$ cat src/rtl/core/eapp_pkg.sv
package eapp_pkg;

    localparam int COUNT_BITS      = 24;
    localparam int ANGLE_FRAC_BITS = 8;

    localparam int KEEP_W      = 16;
    localparam int GAIN_W      = 16;
    localparam int LIMIT_W     = 20;
    localparam int DLIM_W      = 8;
    localparam int OUT_ANGLE_W = 17;
    localparam int DUTY_W      = 8;
    localparam int OP_W        = 2;
    localparam int CFG_IDX_W   = 3;
    localparam int CFG_DATA_W  = 20;

    localparam int HALF_TURN   = 180 << ANGLE_FRAC_BITS;
    localparam int FULL_TURN   = 360 << ANGLE_FRAC_BITS;
    localparam int FULL_W      = $clog2(FULL_TURN);
    localparam int TARGET_SPAN = (1 << (OUT_ANGLE_W - 1)) + 2 * HALF_TURN + 1;
    localparam int SPAN_W      = $clog2(TARGET_SPAN);

    localparam int FA_W  = COUNT_BITS + 16 - ANGLE_FRAC_BITS;
    localparam int E_W   = (ANGLE_FRAC_BITS + 9 > OUT_ANGLE_W) ? ANGLE_FRAC_BITS + 9
                                                               : OUT_ANGLE_W;
    localparam int I_W   = LIMIT_W + 1;
    localparam int WR_W  = ((FA_W > E_W + 1) ? FA_W : E_W + 1) + 1;
    localparam int MA_W0 = (I_W > E_W + 1) ? I_W : E_W + 1;
    localparam int MA_W  = (FA_W > MA_W0) ? FA_W : MA_W0;
    localparam int MB_W  = KEEP_W + 2;
    localparam int MP_W  = MA_W + MB_W;
    localparam int PW_W  = ((LIMIT_W > E_W) ? LIMIT_W : E_W) + GAIN_W + 3;
    localparam int ACC_W0 = (FA_W + 18 > PW_W) ? FA_W + 18 : PW_W;
    localparam int ACC_W = (ACC_W0 > MP_W) ? ACC_W0 : MP_W;

    localparam int DRIVE_SHIFT = 12 + ANGLE_FRAC_BITS;
    localparam int ANGLE_SHIFT = 16 - ANGLE_FRAC_BITS;
    localparam int KEEP_ONE    = 1 << KEEP_W;
    localparam int ROUND_HALF  = 1 << (KEEP_W - 1);

    localparam int WRAP_TOP_A = (FA_W > FULL_W) ? FA_W - FULL_W : 0;
    localparam int WRAP_TOP_E = (SPAN_W > FULL_W) ? SPAN_W - FULL_W : 0;
    localparam int WSH_W      = (WRAP_TOP_A > 0) ? $clog2(WRAP_TOP_A + 1) : 1;

    localparam int PC_W      = 5;
    localparam int LAST_STEP = 20;

    localparam logic [OP_W-1:0] OP_ENCODER = 2'd0;
    localparam logic [OP_W-1:0] OP_TICK    = 2'd1;
    localparam logic [OP_W-1:0] OP_ZERO    = 2'd2;

    localparam logic [CFG_IDX_W-1:0] REG_GAIN_P    = 3'd0;
    localparam logic [CFG_IDX_W-1:0] REG_GAIN_I    = 3'd1;
    localparam logic [CFG_IDX_W-1:0] REG_GAIN_D    = 3'd2;
    localparam logic [CFG_IDX_W-1:0] REG_DEG_COUNT = 3'd3;
    localparam logic [CFG_IDX_W-1:0] REG_ANG_KEEP  = 3'd4;
    localparam logic [CFG_IDX_W-1:0] REG_ERR_KEEP  = 3'd5;
    localparam logic [CFG_IDX_W-1:0] REG_INT_LIMIT = 3'd6;
    localparam logic [CFG_IDX_W-1:0] REG_DRV_LIMIT = 3'd7;

    typedef enum logic [3:0] {
        MUL_NONE,
        MUL_CNT_DPC,
        MUL_FA_KA,
        MUL_RAW_NKA,
        MUL_FE_KE,
        MUL_ERR_NKE,
        MUL_P,
        MUL_I,
        MUL_D
    } t_mul_sel;

    typedef enum logic [1:0] {
        ACC_HOLD,
        ACC_LOAD_RND,
        ACC_LOAD,
        ACC_ADD
    } t_acc_op;

    typedef enum logic [3:0] {
        ACT_NONE,
        ACT_RAW,
        ACT_FANGLE,
        ACT_WLOAD_A,
        ACT_WSTEP,
        ACT_SHAFT,
        ACT_WLOAD_E,
        ACT_ERR,
        ACT_FERR,
        ACT_INTEG,
        ACT_PRIOR,
        ACT_DRIVE
    } t_act;

    typedef enum logic [1:0] {
        SEQ_NEXT,
        SEQ_WAIT_WRAP,
        SEQ_DONE
    } t_seq;

    typedef struct packed {
        t_mul_sel mul;
        t_acc_op  acc;
        t_act     act;
        t_seq     seq;
    } t_uword;

    function automatic t_uword ucode(input logic [PC_W-1:0] pc);
        t_uword uw;
        uw = '{mul: MUL_NONE, acc: ACC_HOLD, act: ACT_NONE, seq: SEQ_NEXT};
        unique case (pc)
            5'd0:  uw.mul = MUL_CNT_DPC;
            5'd1:  uw.act = ACT_RAW;
            5'd2:  uw.mul = MUL_FA_KA;
            5'd3: begin
                uw.acc = ACC_LOAD_RND;
                uw.mul = MUL_RAW_NKA;
            end
            5'd4:  uw.acc = ACC_ADD;
            5'd5:  uw.act = ACT_FANGLE;
            5'd6:  uw.act = ACT_WLOAD_A;
            5'd7: begin
                uw.act = ACT_WSTEP;
                uw.seq = SEQ_WAIT_WRAP;
            end
            5'd8:  uw.act = ACT_SHAFT;
            5'd9:  uw.act = ACT_WLOAD_E;
            5'd10: begin
                uw.act = ACT_WSTEP;
                uw.seq = SEQ_WAIT_WRAP;
            end
            5'd11: uw.act = ACT_ERR;
            5'd12: uw.mul = MUL_FE_KE;
            5'd13: begin
                uw.acc = ACC_LOAD_RND;
                uw.mul = MUL_ERR_NKE;
            end
            5'd14: uw.acc = ACC_ADD;
            5'd15: uw.act = ACT_FERR;
            5'd16: begin
                uw.act = ACT_INTEG;
                uw.mul = MUL_P;
            end
            5'd17: begin
                uw.acc = ACC_LOAD;
                uw.mul = MUL_I;
            end
            5'd18: begin
                uw.acc = ACC_ADD;
                uw.mul = MUL_D;
                uw.act = ACT_PRIOR;
            end
            5'd19: uw.acc = ACC_ADD;
            5'd20: begin
                uw.act = ACT_DRIVE;
                uw.seq = SEQ_DONE;
            end
            default: uw.seq = SEQ_DONE;
        endcase
        return uw;
    endfunction

endpackage

$ cat src/rtl/core/encoder_angle_pid_position_loop.sv
// Position regulator for a brushed motor with a quadrature encoder decoder.
// Requests arrive on the input channel (i_in_valid / o_in_ready) with an op code.
// An encoder sample or a zero-position request acts in the cycle it is taken and
// gives no result; these are accepted even while a result waits on the output.
// A control tick starts a microcoded sequence over one shared multiplier, one
// accumulator and a shift-and-subtract wrap unit. The wrap loops set the
// length of a tick, and its result appears on the output channel
// (o_out_valid / i_out_ready) in the cycle after its final step.
// While a tick runs, o_in_ready is low; the next request is taken in the cycle
// after the result has been loaded into the output register.
// If the receiver stalls, the result is held in the output register and a
// further tick waits at its final step until the register is free.
// The gains, scale, filter factors and limits are written through the plain
// configuration port, by the user only while idle; the block does not enforce it.
// Reset clears the count, the filters, the integral and the sequencer, and
// loads the configuration registers with their default values.
module encoder_angle_pid_position_loop
    import eapp_pkg::*;
(
    input  logic                          i_clk,
    input  logic                          i_rst_n,
    input  logic                          i_in_valid,
    output logic                          o_in_ready,
    input  logic [OP_W-1:0]               i_op,
    input  logic                          i_enc_a,
    input  logic                          i_enc_b,
    input  logic signed [OUT_ANGLE_W-1:0] i_target_angle,
    output logic                          o_out_valid,
    input  logic                          i_out_ready,
    output logic [DUTY_W-1:0]             o_duty,
    output logic                          o_forward,
    output logic signed [OUT_ANGLE_W-1:0] o_shaft_angle,
    output logic signed [OUT_ANGLE_W-1:0] o_smoothed_error,
    input  logic                          i_cfg_we,
    input  logic [CFG_IDX_W-1:0]          i_cfg_idx,
    input  logic [CFG_DATA_W-1:0]         i_cfg_data
);

    typedef enum logic [1:0] {
        WM_IN,
        WM_POS,
        WM_NEG
    } t_wmode;

    localparam logic signed [COUNT_BITS-1:0] CNT_MAX = {1'b0, {(COUNT_BITS-1){1'b1}}};
    localparam logic signed [COUNT_BITS-1:0] CNT_MIN = {1'b1, {(COUNT_BITS-1){1'b0}}};
    localparam logic signed [WR_W-1:0]  W_HALF  = WR_W'(HALF_TURN);
    localparam logic signed [WR_W-1:0]  W_FULL  = WR_W'(FULL_TURN);
    localparam logic signed [E_W-1:0]   E_HALF  = E_W'(HALF_TURN);
    localparam logic signed [ACC_W-1:0] ACC_RND = ACC_W'(ROUND_HALF);
    localparam logic [MB_W-1:0]         MB_ONE  = MB_W'(KEEP_ONE);

    logic [GAIN_W-1:0]  r_gain_p;
    logic [GAIN_W-1:0]  r_gain_i;
    logic [GAIN_W-1:0]  r_gain_d;
    logic [KEEP_W-1:0]  r_deg_count;
    logic [KEEP_W-1:0]  r_ang_keep;
    logic [KEEP_W-1:0]  r_err_keep;
    logic [LIMIT_W-1:0] r_int_limit;
    logic [DLIM_W-1:0]  r_drv_limit;

    logic signed [COUNT_BITS-1:0] r_count;
    logic                         r_prev_a;
    logic signed [FA_W-1:0]       r_fangle;
    logic signed [E_W-1:0]        r_ferr;
    logic signed [I_W-1:0]        r_integ;
    logic signed [E_W-1:0]        r_prior;

    logic                  r_busy;
    logic [PC_W-1:0]       r_pc;
    logic [WSH_W-1:0]      r_wsh;
    logic                  r_out_valid;

    logic signed [OUT_ANGLE_W-1:0] r_target;
    logic signed [MP_W-1:0]        r_prod;
    logic signed [ACC_W-1:0]       r_acc;
    logic signed [FA_W-1:0]        r_raw;
    logic signed [WR_W-1:0]        r_wv;
    t_wmode                        r_wmode;
    logic signed [E_W-1:0]         r_shaft;
    logic signed [E_W-1:0]         r_err;
    logic [DUTY_W-1:0]             r_duty;
    logic                          r_forward;
    logic signed [OUT_ANGLE_W-1:0] r_out_shaft;
    logic signed [OUT_ANGLE_W-1:0] r_out_err;

    t_uword                  uw;
    logic                    in_acc;
    logic                    out_free;
    logic                    step_go;
    logic signed [MA_W-1:0]  ma;
    logic signed [MB_W-1:0]  mb;
    logic signed [WR_W-1:0]  wx;
    logic signed [WR_W-1:0]  wsub;
    logic signed [WR_W-1:0]  wres;
    logic signed [I_W:0]     isum;
    logic signed [I_W:0]     ilim;
    logic signed [I_W:0]     iclamp;
    logic signed [ACC_W-1:0] dlim;
    logic signed [ACC_W-1:0] dclamp;
    logic signed [ACC_W-1:0] dmag;

    assign uw       = ucode(r_pc);
    assign in_acc   = i_in_valid && !r_busy;
    assign out_free = !r_out_valid || i_out_ready;
    assign step_go  = r_busy && ((uw.seq != SEQ_DONE) || out_free);

    assign o_in_ready       = !r_busy;
    assign o_out_valid      = r_out_valid;
    assign o_duty           = r_duty;
    assign o_forward        = r_forward;
    assign o_shaft_angle    = r_out_shaft;
    assign o_smoothed_error = r_out_err;

    always_comb begin
        ma = '0;
        mb = '0;
        unique case (uw.mul)
            MUL_NONE: begin
                ma = '0;
                mb = '0;
            end
            MUL_CNT_DPC: begin
                ma = MA_W'(r_count);
                mb = MB_W'(r_deg_count);
            end
            MUL_FA_KA: begin
                ma = MA_W'(r_fangle);
                mb = MB_W'(r_ang_keep);
            end
            MUL_RAW_NKA: begin
                ma = MA_W'(r_raw);
                mb = MB_ONE - MB_W'(r_ang_keep);
            end
            MUL_FE_KE: begin
                ma = MA_W'(r_ferr);
                mb = MB_W'(r_err_keep);
            end
            MUL_ERR_NKE: begin
                ma = MA_W'(r_err);
                mb = MB_ONE - MB_W'(r_err_keep);
            end
            MUL_P: begin
                ma = MA_W'(r_ferr);
                mb = MB_W'(r_gain_p);
            end
            MUL_I: begin
                ma = MA_W'(r_integ);
                mb = MB_W'(r_gain_i);
            end
            MUL_D: begin
                ma = MA_W'(r_ferr) - MA_W'(r_prior);
                mb = MB_W'(r_gain_d);
            end
            default: begin
                ma = '0;
                mb = '0;
            end
        endcase
    end

    always_comb begin
        if (uw.act == ACT_WLOAD_A) begin
            wx = WR_W'(r_fangle);
        end else begin
            wx = WR_W'(r_target) - WR_W'(r_shaft);
        end
        wsub = r_wv - (W_FULL <<< r_wsh);
        unique case (r_wmode)
            WM_POS:  wres = r_wv - W_HALF + WR_W'(1);
            WM_NEG:  wres = W_HALF - WR_W'(1) - r_wv;
            default: wres = r_wv;
        endcase
    end

    always_comb begin
        isum = (I_W+1)'(r_integ) + (I_W+1)'(r_ferr);
        ilim = (I_W+1)'(r_int_limit);
        if (isum > ilim) begin
            iclamp = ilim;
        end else if (isum < -ilim) begin
            iclamp = -ilim;
        end else begin
            iclamp = isum;
        end
        dlim = ACC_W'(r_drv_limit) <<< DRIVE_SHIFT;
        if (r_acc > dlim) begin
            dclamp = dlim;
        end else if (r_acc < -dlim) begin
            dclamp = -dlim;
        end else begin
            dclamp = r_acc;
        end
        dmag = (dclamp < 0) ? -dclamp : dclamp;
    end

    always_ff @(posedge i_clk) begin
        if (!i_rst_n) begin
            r_gain_p    <= GAIN_W'(4915);
            r_gain_i    <= GAIN_W'(123);
            r_gain_d    <= GAIN_W'(205);
            r_deg_count <= KEEP_W'(23831);
            r_ang_keep  <= KEEP_W'(55706);
            r_err_keep  <= KEEP_W'(39322);
            r_int_limit <= LIMIT_W'(76800);
            r_drv_limit <= DLIM_W'(255);
        end else if (i_cfg_we) begin
            unique case (i_cfg_idx)
                REG_GAIN_P:    r_gain_p    <= i_cfg_data[GAIN_W-1:0];
                REG_GAIN_I:    r_gain_i    <= i_cfg_data[GAIN_W-1:0];
                REG_GAIN_D:    r_gain_d    <= i_cfg_data[GAIN_W-1:0];
                REG_DEG_COUNT: r_deg_count <= i_cfg_data[KEEP_W-1:0];
                REG_ANG_KEEP:  r_ang_keep  <= i_cfg_data[KEEP_W-1:0];
                REG_ERR_KEEP:  r_err_keep  <= i_cfg_data[KEEP_W-1:0];
                REG_INT_LIMIT: r_int_limit <= i_cfg_data[LIMIT_W-1:0];
                REG_DRV_LIMIT: r_drv_limit <= i_cfg_data[DLIM_W-1:0];
                default: ;
            endcase
        end
    end

    always_ff @(posedge i_clk) begin
        if (!i_rst_n) begin
            r_count     <= '0;
            r_prev_a    <= 1'b0;
            r_fangle    <= '0;
            r_ferr      <= '0;
            r_integ     <= '0;
            r_prior     <= '0;
            r_busy      <= 1'b0;
            r_pc        <= '0;
            r_wsh       <= '0;
            r_out_valid <= 1'b0;
        end else begin
            if (r_busy && uw.seq == SEQ_DONE && out_free) begin
                r_out_valid <= 1'b1;
            end else if (i_out_ready) begin
                r_out_valid <= 1'b0;
            end

            if (in_acc) begin
                priority if (i_op == OP_ENCODER) begin
                    if (i_enc_a != r_prev_a) begin
                        if (i_enc_a == i_enc_b) begin
                            if (r_count != CNT_MIN) begin
                                r_count <= r_count - COUNT_BITS'(1);
                            end
                        end else begin
                            if (r_count != CNT_MAX) begin
                                r_count <= r_count + COUNT_BITS'(1);
                            end
                        end
                        r_prev_a <= i_enc_a;
                    end
                end else if (i_op == OP_ZERO) begin
                    r_count  <= '0;
                    r_fangle <= '0;
                end else if (i_op == OP_TICK) begin
                    r_busy <= 1'b1;
                    r_pc   <= '0;
                end else begin
                end
            end

            if (step_go) begin
                unique case (uw.seq)
                    SEQ_WAIT_WRAP: begin
                        if (r_wsh == '0) begin
                            r_pc <= r_pc + PC_W'(1);
                        end
                    end
                    SEQ_DONE: r_busy <= 1'b0;
                    default:  r_pc <= r_pc + PC_W'(1);
                endcase

                unique case (uw.act)
                    ACT_FANGLE:  r_fangle <= FA_W'(r_acc >>> KEEP_W);
                    ACT_WLOAD_A: r_wsh <= WSH_W'(WRAP_TOP_A);
                    ACT_WLOAD_E: r_wsh <= WSH_W'(WRAP_TOP_E);
                    ACT_WSTEP: begin
                        if (r_wsh != '0) begin
                            r_wsh <= r_wsh - WSH_W'(1);
                        end
                    end
                    ACT_FERR:  r_ferr <= E_W'(r_acc >>> KEEP_W);
                    ACT_INTEG: r_integ <= I_W'(iclamp);
                    ACT_PRIOR: r_prior <= r_ferr;
                    default: ;
                endcase
            end
        end
    end

    always_ff @(posedge i_clk) begin
        if (in_acc && i_op == OP_TICK) begin
            r_target <= i_target_angle;
        end
        if (step_go) begin
            if (uw.mul != MUL_NONE) begin
                r_prod <= MP_W'(ma) * MP_W'(mb);
            end
            unique case (uw.acc)
                ACC_LOAD_RND: r_acc <= ACC_W'(r_prod) + ACC_RND;
                ACC_LOAD:     r_acc <= ACC_W'(r_prod);
                ACC_ADD:      r_acc <= r_acc + ACC_W'(r_prod);
                default: ;
            endcase
            unique case (uw.act)
                ACT_RAW: r_raw <= FA_W'(r_prod >>> ANGLE_SHIFT);
                ACT_WLOAD_A, ACT_WLOAD_E: begin
                    if (wx > W_HALF) begin
                        r_wmode <= WM_POS;
                        r_wv    <= wx - W_HALF - WR_W'(1);
                    end else if (wx < -W_HALF) begin
                        r_wmode <= WM_NEG;
                        r_wv    <= -W_HALF - WR_W'(1) - wx;
                    end else begin
                        r_wmode <= WM_IN;
                        r_wv    <= wx;
                    end
                end
                ACT_WSTEP: begin
                    if (r_wmode != WM_IN && wsub >= 0) begin
                        r_wv <= wsub;
                    end
                end
                ACT_SHAFT: r_shaft <= E_W'(wres);
                ACT_ERR:   r_err <= E_W'(wres);
                ACT_DRIVE: begin
                    r_duty      <= DUTY_W'(dmag >>> DRIVE_SHIFT);
                    r_forward   <= (dclamp > 0);
                    r_out_shaft <= OUT_ANGLE_W'(r_shaft);
                    r_out_err   <= OUT_ANGLE_W'(r_ferr);
                end
                default: ;
            endcase
        end
    end

`ifndef NO_ASSERTIONS
    a_result_from_sequence: assert property (@(posedge i_clk) disable iff (!i_rst_n)
        $rose(r_out_valid) |-> $past(r_busy))
        else $error("Result appeared without a running tick.");

    a_pc_in_program: assert property (@(posedge i_clk) disable iff (!i_rst_n)
        r_busy |-> (r_pc <= PC_W'(LAST_STEP)))
        else $error("Step counter ran past the end of the program.");

    a_shaft_wrapped: assert property (@(posedge i_clk) disable iff (!i_rst_n)
        r_out_valid |-> (r_shaft >= -E_HALF && r_shaft <= E_HALF))
        else $error("Shaft angle left the half-turn range.");

    a_error_bounded: assert property (@(posedge i_clk) disable iff (!i_rst_n)
        (r_ferr >= -E_HALF && r_ferr <= E_HALF))
        else $error("Filtered error left the half-turn range.");
`endif

endmodule
$ cat config.mk
export PLATFORM = sky130hd
export DESIGN_NAME = encoder_angle_pid_position_loop
export DESIGN_NICKNAME = d
export VERILOG_FILES = /design/src/rtl/core/eapp_pkg.sv /design/src/rtl/core/encoder_angle_pid_position_loop.sv
export SDC_FILE = /design/constraint.sdc
export NUM_CORES = 2
export LEC_CHECK = 0
export ABC_AREA = 1
export BUFFER_PORTS_ARGS = -buffer_cell sky130_fd_sc_hd__buf_2
export CAP_MARGIN = 30
export CELL_PAD_IN_SITES_DETAIL_PLACEMENT = 1
export CELL_PAD_IN_SITES_GLOBAL_PLACEMENT = 1
export CORE_MARGIN = 5
export CORE_UTILIZATION = 37
export CTS_CLUSTER_SIZE = 24
export DETAILED_ROUTE_END_ITERATION = 10
export PLACE_DENSITY_LB_ADDON = 0.05
export SLEW_MARGIN = 20
export SYNTH_ARGS = -nofsm -noshare
export SYNTH_HDL_FRONTEND = slang
export SYNTH_SLANG_ARGS = --single-unit
$ cat constraint.sdc
create_clock -name i_clk -period 17.37 [get_ports i_clk]
set_input_delay 1.737 -clock i_clk [delete_from_list [all_inputs] [get_ports i_clk]]
set_output_delay 1.737 -clock i_clk [all_outputs]
set_load 0.005 [all_outputs]
Yosys cells after proc, flatten, opt, wreduce, memory -nomap -nowiden
Cells that the tools add are included.
{"block": "classes", "n_addsub": 21, "multipliers": 1, "magnitude_cmp": 9, "n_eq_ne": 65, "shifts": 1, "n_mux": 47, "reduce_logical": 50}
{"operator": "$pmux 32 s7", "n": 1}
{"operator": "$mux 32", "n": 5}
{"operator": "$pmux 50 s3", "n": 1}
{"operator": "$mux 24", "n": 6}
{"operator": "$pmux 18 s8", "n": 1}
{"operator": "$mux 33", "n": 4}
{"operator": "$mux 50", "n": 2}
{"operator": "$pmux 33 s2", "n": 1}
{"operator": "$add 50x17->50 const B", "n": 1}
{"operator": "$add 50x50->50", "n": 1}
{"operator": "$gt 50x1->1 const B", "n": 1}
{"operator": "$gt 50x29->1", "n": 1}
{"operator": "$lt 50x1->1 const B", "n": 1}
{"operator": "$lt 50x50->1", "n": 1}
{"operator": "$mul 32x18->50", "n": 1}
{"operator": "$neg 28->50", "n": 1}
{"operator": "$ne 24x24->1 const B", "n": 2}
{"operator": "$pmux 4 s11", "n": 1}
{"operator": "$mux 21", "n": 2}
{"operator": "$eq 5x4->1 const B", "n": 8}
{"operator": "$reduce_and 2->1", "n": 18}
{"operator": "$sub 17x16->18 const A", "n": 2}
{"operator": "$sub 17x17->18", "n": 2}
{"operator": "$pmux 17 s2", "n": 1}
{"operator": "other kinds (64)", "n": 129}
{"block": "totals", "ff_bits": 508, "elab_cells": 224}

Logic depth before layout (Yosys ltp)
{"block": "depth", "word_depth": 9, "mapped_depth": 49}

Worst setup path after synthesis
No wires, ideal clock.
{"block": "synth_path", "kind": "reg2reg", "from": "reg r_pc[1]", "to": "reg r_prod[45] (data pin)", "setup_ps": 259, "t_arrival_ps": 7733, "required_ps": 17111, "setup_slack_ps": 9378, "path_stages_with_launch": 45, "period_less_slack_ps": 7992, "path_cell_list": "dfxtp_1 > inv_1 > ha_1 > inv_1 > nor2_1 > nand2_4 > o21a_1 > inv_1 > ha_1 > nand2_1 > nor2_1 > nand2_1 > inv_2 > nand4_1 > nor2_1 > inv_2 > nor2_2 > nand3_2 > [9 not listed] > fa_1 > fa_1 > inv_1 > fa_1 > inv_1 > ha_1 > a21oi_1 > nor2_1 > o21ai_0 > o211ai_1 > a21oi_1 > a21boi_0 > o21ai_0 > nand2_1 > nand2_1 > nand3_1 > nand2_1 > xor2_1"}
{"block": "synth_between", "elab_chain_cells": 6, "elab_cells_between_ends": 21}
{"element": "from (decl)", "line": "encoder_angle_pid_position_loop.sv:70", "source": "logic [PC_W-1:0] r_pc;"}
{"element": "from (signal assigned)", "line": "encoder_angle_pid_position_loop.sv:269", "source": "r_pc <= r_pc + PC_W'(1);"}
{"element": "from (signal assigned)", "line": "encoder_angle_pid_position_loop.sv:273", "source": "default: r_pc <= r_pc + PC_W'(1);"}
{"element": "$eq 5x5->1, or another cell as far along", "line": "eapp_pkg.sv:110", "source": "unique case (pc)"}
{"element": "$pmux 4 s8 *", "line": "eapp_pkg.sv:110"}
{"element": "$eq 4x3->1", "line": "encoder_angle_pid_position_loop.sv:118", "source": "unique case (uw.mul)"}
{"element": "$reduce_or 2->1 (no line)"}
{"element": "$pmux 32 s7", "line": "encoder_angle_pid_position_loop.sv:118"}
{"element": "$mul 32x18->50 *", "line": "encoder_angle_pid_position_loop.sv:300", "source": "r_prod <= MP_W'(ma) * MP_W'(mb);"}
{"element": "to (signal assigned)", "line": "encoder_angle_pid_position_loop.sv:300"}
{"element": "to (decl)", "line": "encoder_angle_pid_position_loop.sv:75", "source": "logic signed [MP_W-1:0] r_prod;"}
Every way passes the cells marked *; elsewhere a longest branch is shown, timed or not.
A chain may end at the register's enable or synchronous reset.

Worst setup path after layout
{"block": "layout_path", "from": "reg r_pc[1]", "to": "reg r_prod[46] (data pin)"}
Same word-level chain as after synthesis.

==> out/results.txt <==
The initial cell density of the core is 0.372, and the antenna diode count is 0. Counting flops with a built-in enable in the synthesized netlist gives 261. Static timing analysis puts the maximum clock frequency at 0.0920 GHz.

Among all stages on the critical path, the largest delay is contributed by sky130_fd_sc_hd__inv_1. The endpoint type of the worst setup path is a flip-flop. Of all nets on the critical path, the largest fanout is 35.

The post-synthesis instance area is 0.0556 mm^2, and the final non-filler cell total is 9585. At the pin with the least slew margin, the transition time is 0.984 ns. After detailed routing, the average wire length per cell comes to 22.5 um. Setup repair after global routing left no endpoint under its margin. The logs give 0 for the total setup buffers inserted after CTS and 0 for the final hold violation count. Counting instances in the post-synthesis netlist gives the leading cell types as sky130_fd_sc_hd__nand2_1 (1872), sky130_fd_sc_hd__inv_1 (1414), sky130_fd_sc_hd__nor2_1 (563).

Once placement finished, the instance area stood at 0.0582 mm^2. The first detailed-routing pass took 6 iterations. The count of unresolved DRC violations after routing is 0, and the die extent in y is 398 um. For the final wirelength, the log shows 216000 um. In this run the mean area of a mapped cell was 7.42 um^2. Cell type with the highest aggregate area in the netlist: sky130_fd_sc_hd__fa_1. Setup violations remaining at the end of the flow were counted as 0. For this run, the number of Yosys warnings is 0.

Once the clock tree was built, the resizer swapped 0 gates to a different size. By area the synthesized netlist is led by sky130_fd_sc_hd__fa_1 (19%), sky130_fd_sc_hd__edfxtp_1 (14%), sky130_fd_sc_hd__nand2_1 (13%). The number of DRC violations after detailed-routing iteration 0 is 2831, and the full die area is 0.158 mm^2.

After detailed routing, the number of vias per cell comes to 5.24. The worst-case IR drop observed on VDD is 64.6 uV. The count of pins on the block boundary is 94, and the final core utilization is 0.404.

Summing all non-filler instances in the final layout gives an area of 0.0605 mm^2. Register clock-pin slew on the reported worst setup and hold paths: 0.06 ns. CTS saw 508 sinks. The share of synthesized area occupied by flip-flops and latches was 0.230; the leakage power was 30.3 nW. Row generation in the floorplan step produced 142 rows.

On the final layout, the worst clock skew is 0.0298 ns. Among all flip-flop cells after synthesis, the most frequent one is sky130_fd_sc_hd__edfxtp_1. The tool flagged a number of max-cap violations equal to 0. TritonCTS built the clock tree. Among all cell types in the netlist, the one instantiated most often is sky130_fd_sc_hd__nand2_1. For the setup slack of the worst register-to-register path, the log shows 6.50 ns.

The detailed router placed 50.2k vias in this run. The congestion estimate from routability-driven global placement came to 0.930. Summing internal, switching and leakage power gives 3.27 mW. In this design, the stage delay of the slowest critical-path cell is 0.58 ns. The later pin in the worst-skew pair is clocked with a latency of 0.68 ns. After legalization and detailed placement, the total HPWL measured 171000 um. Library cell appearing most often on the critical path: sky130_fd_sc_hd__inv_1. The global-route usage over all layers is 0.271, and the final setup slack of the worst path is 6.50 ns.

The pin count of the biggest net entering global routing is 93. After the last flow step, the layout net total stands at 8460. The post-route minimum period is 10.87 ns, and the post-route fraction of the period consumed by the critical path is 0.626. The ratio of cells with drive above 1 in the final layout was 0.0608; the post-placement setup slack was 6.46 ns. The setup TNS was 0 ns; the initial antenna violation count was 1.

When the netlist entered floorplanning its net count stood at 8440. For the number of distinct standard cells referenced by the synthesized netlist, the log shows 74. Final hold analysis gives a worst-case slack of 0.446 ns.

For the quantity of hold-fixing buffers added after cts, the log shows 0. The run finished with clean final reports. The setup path with the least slack is of type reg -> reg.

The clock tree synthesis step divided the H-tree into 3 levels. The async set-reset flop share out of synthesis is 0, and the number of instances in the placed design is 9456. The tools report the worst slew margin relative to its limit as 0.342.

STA puts the critical path data required time at 17.79 ns. The number of global-route vias before repair came out at 53.0k. The count of nets left with antenna violations once routing finished came out at 0. Element type at the critical path start: a flip-flop. For this design the ratio of total power to cell area is 54.0 mW/mm^2.

For the final max-slew violation count, the log shows 0. The tree is rooted in a sky130_fd_sc_hd__clkbuf_16. Kind of path behind the tightest hold check: reg -> reg. The core region area was 0.150 mm^2. The fraction of synthesized cell area taken by the top area cell type came out at 0.189. X dimension of the die: 398 um.

For the buffer depth of the longest clock path, the log shows 3. The tools report the number of CTS-inserted buffers as 69. Buffers placed on the I/O ports in this run total 93. Synthesis produced 7494 cells.

The post-synthesis register bit count was 508; the first-pass GRT wire length was 329000 um. The tools report the arrival time of the worst setup path as 11.29 ns. The area added between synthesis and finish came out at 8.87%. The total congestion overflow came out at 0.
-- final cells by class --
cell class | count | area (um^2)
Inverter | 1453 | 5460
Multi-Input combinational cell | 5301 | 36300
Sequential cell | 508 | 12800
Tap cell | 2016 | 2520
Fill cell | 18700 | 89100
Clock buffer | 88 | 1830
Clock inverter | 38 | 419
Timing Repair Buffer | 181 | 1170
-- worst max-delay path: cells and delay by family, from the launching register on --
kind | cells | cell delay [ns]
compound gates | 7 | 1.86
flops | 1 | 0.35
buf+inv | 13 | 2.50
xor+xnor | 1 | 0.09
fa+ha+maj | 8 | 3.70
simple gates | 11 | 2.11
-- placed cells by master (no fill, tap or decap), types with 66 or more instances in the layout --
cell                        count
sky130_fd_sc_hd__a21oi_1      479
sky130_fd_sc_hd__buf_2         93
sky130_fd_sc_hd__buf_4         83
sky130_fd_sc_hd__clkbuf_16     70
sky130_fd_sc_hd__dfxtp_1      247
sky130_fd_sc_hd__edfxtp_1     261
sky130_fd_sc_hd__fa_1         526
sky130_fd_sc_hd__ha_1         371
sky130_fd_sc_hd__inv_1       1414
sky130_fd_sc_hd__nand2_1     1871
sky130_fd_sc_hd__nand3_1      304
sky130_fd_sc_hd__nand4_1       76
sky130_fd_sc_hd__nor2_1       558
sky130_fd_sc_hd__o211ai_1      66
sky130_fd_sc_hd__o21ai_0      377
sky130_fd_sc_hd__xor2_1       112
-- power by group --
part	internal, mW	total (mW)	leakage, nW	switching (mW)
logic	0.149	0.498	24.8	0.349
clock network	0.842	1.46	1.08	0.621
registers	1.28	1.31	4.40	0.0240
total	2.27	3.27	30.3	0.995
-- path summary, 6_finish.rpt --
kind / startpoint / endpoint / depth (start not counted)
max: r_pc[1] / r_prod[46] / 40
min: r_shaft[13] / o_shaft_angle[13] / 0
max reg2reg: r_pc[1] / r_prod[46] / 40
min reg2reg: r_shaft[13] / o_shaft_angle[13] / 0
-- routing by layer --
metal	up-vias	part of all wire	track usage	wire, um
met3	222	0.039	0.0269	8510
met4	0	0.027	0.0702	5720
met1	25300	0.45	0.362	97700
met5	-	0	0	0
li1	23700	-	-	-
met2	909	0.48	0.472	104000
-- registers in the layout (all words and copies together), names as in the netlist, 17 cells and up --
register,count
o_shaft_angle,17
o_smoothed_error,17
r_acc,50
r_count,24
r_err,17
r_fangle,32
r_ferr,17
r_int_limit,20
r_integ,21
r_prior,17
r_prod,50
r_raw,32
r_shaft,17
r_target,17
r_wv,33
-- kinds of logic after synthesis --
group | after synthesis | synth area share
fa+ha+maj | 897 | 0.273
xor+xnor | 169 | 0.0266
simple gates | 3051 | 0.230
mux | 5 | 0.000900
flops | 508 | 0.230
compound gates | 1179 | 0.121
buf+inv | 1685 | 0.119
No activity file was read; power rests on OpenSTA's default activity.
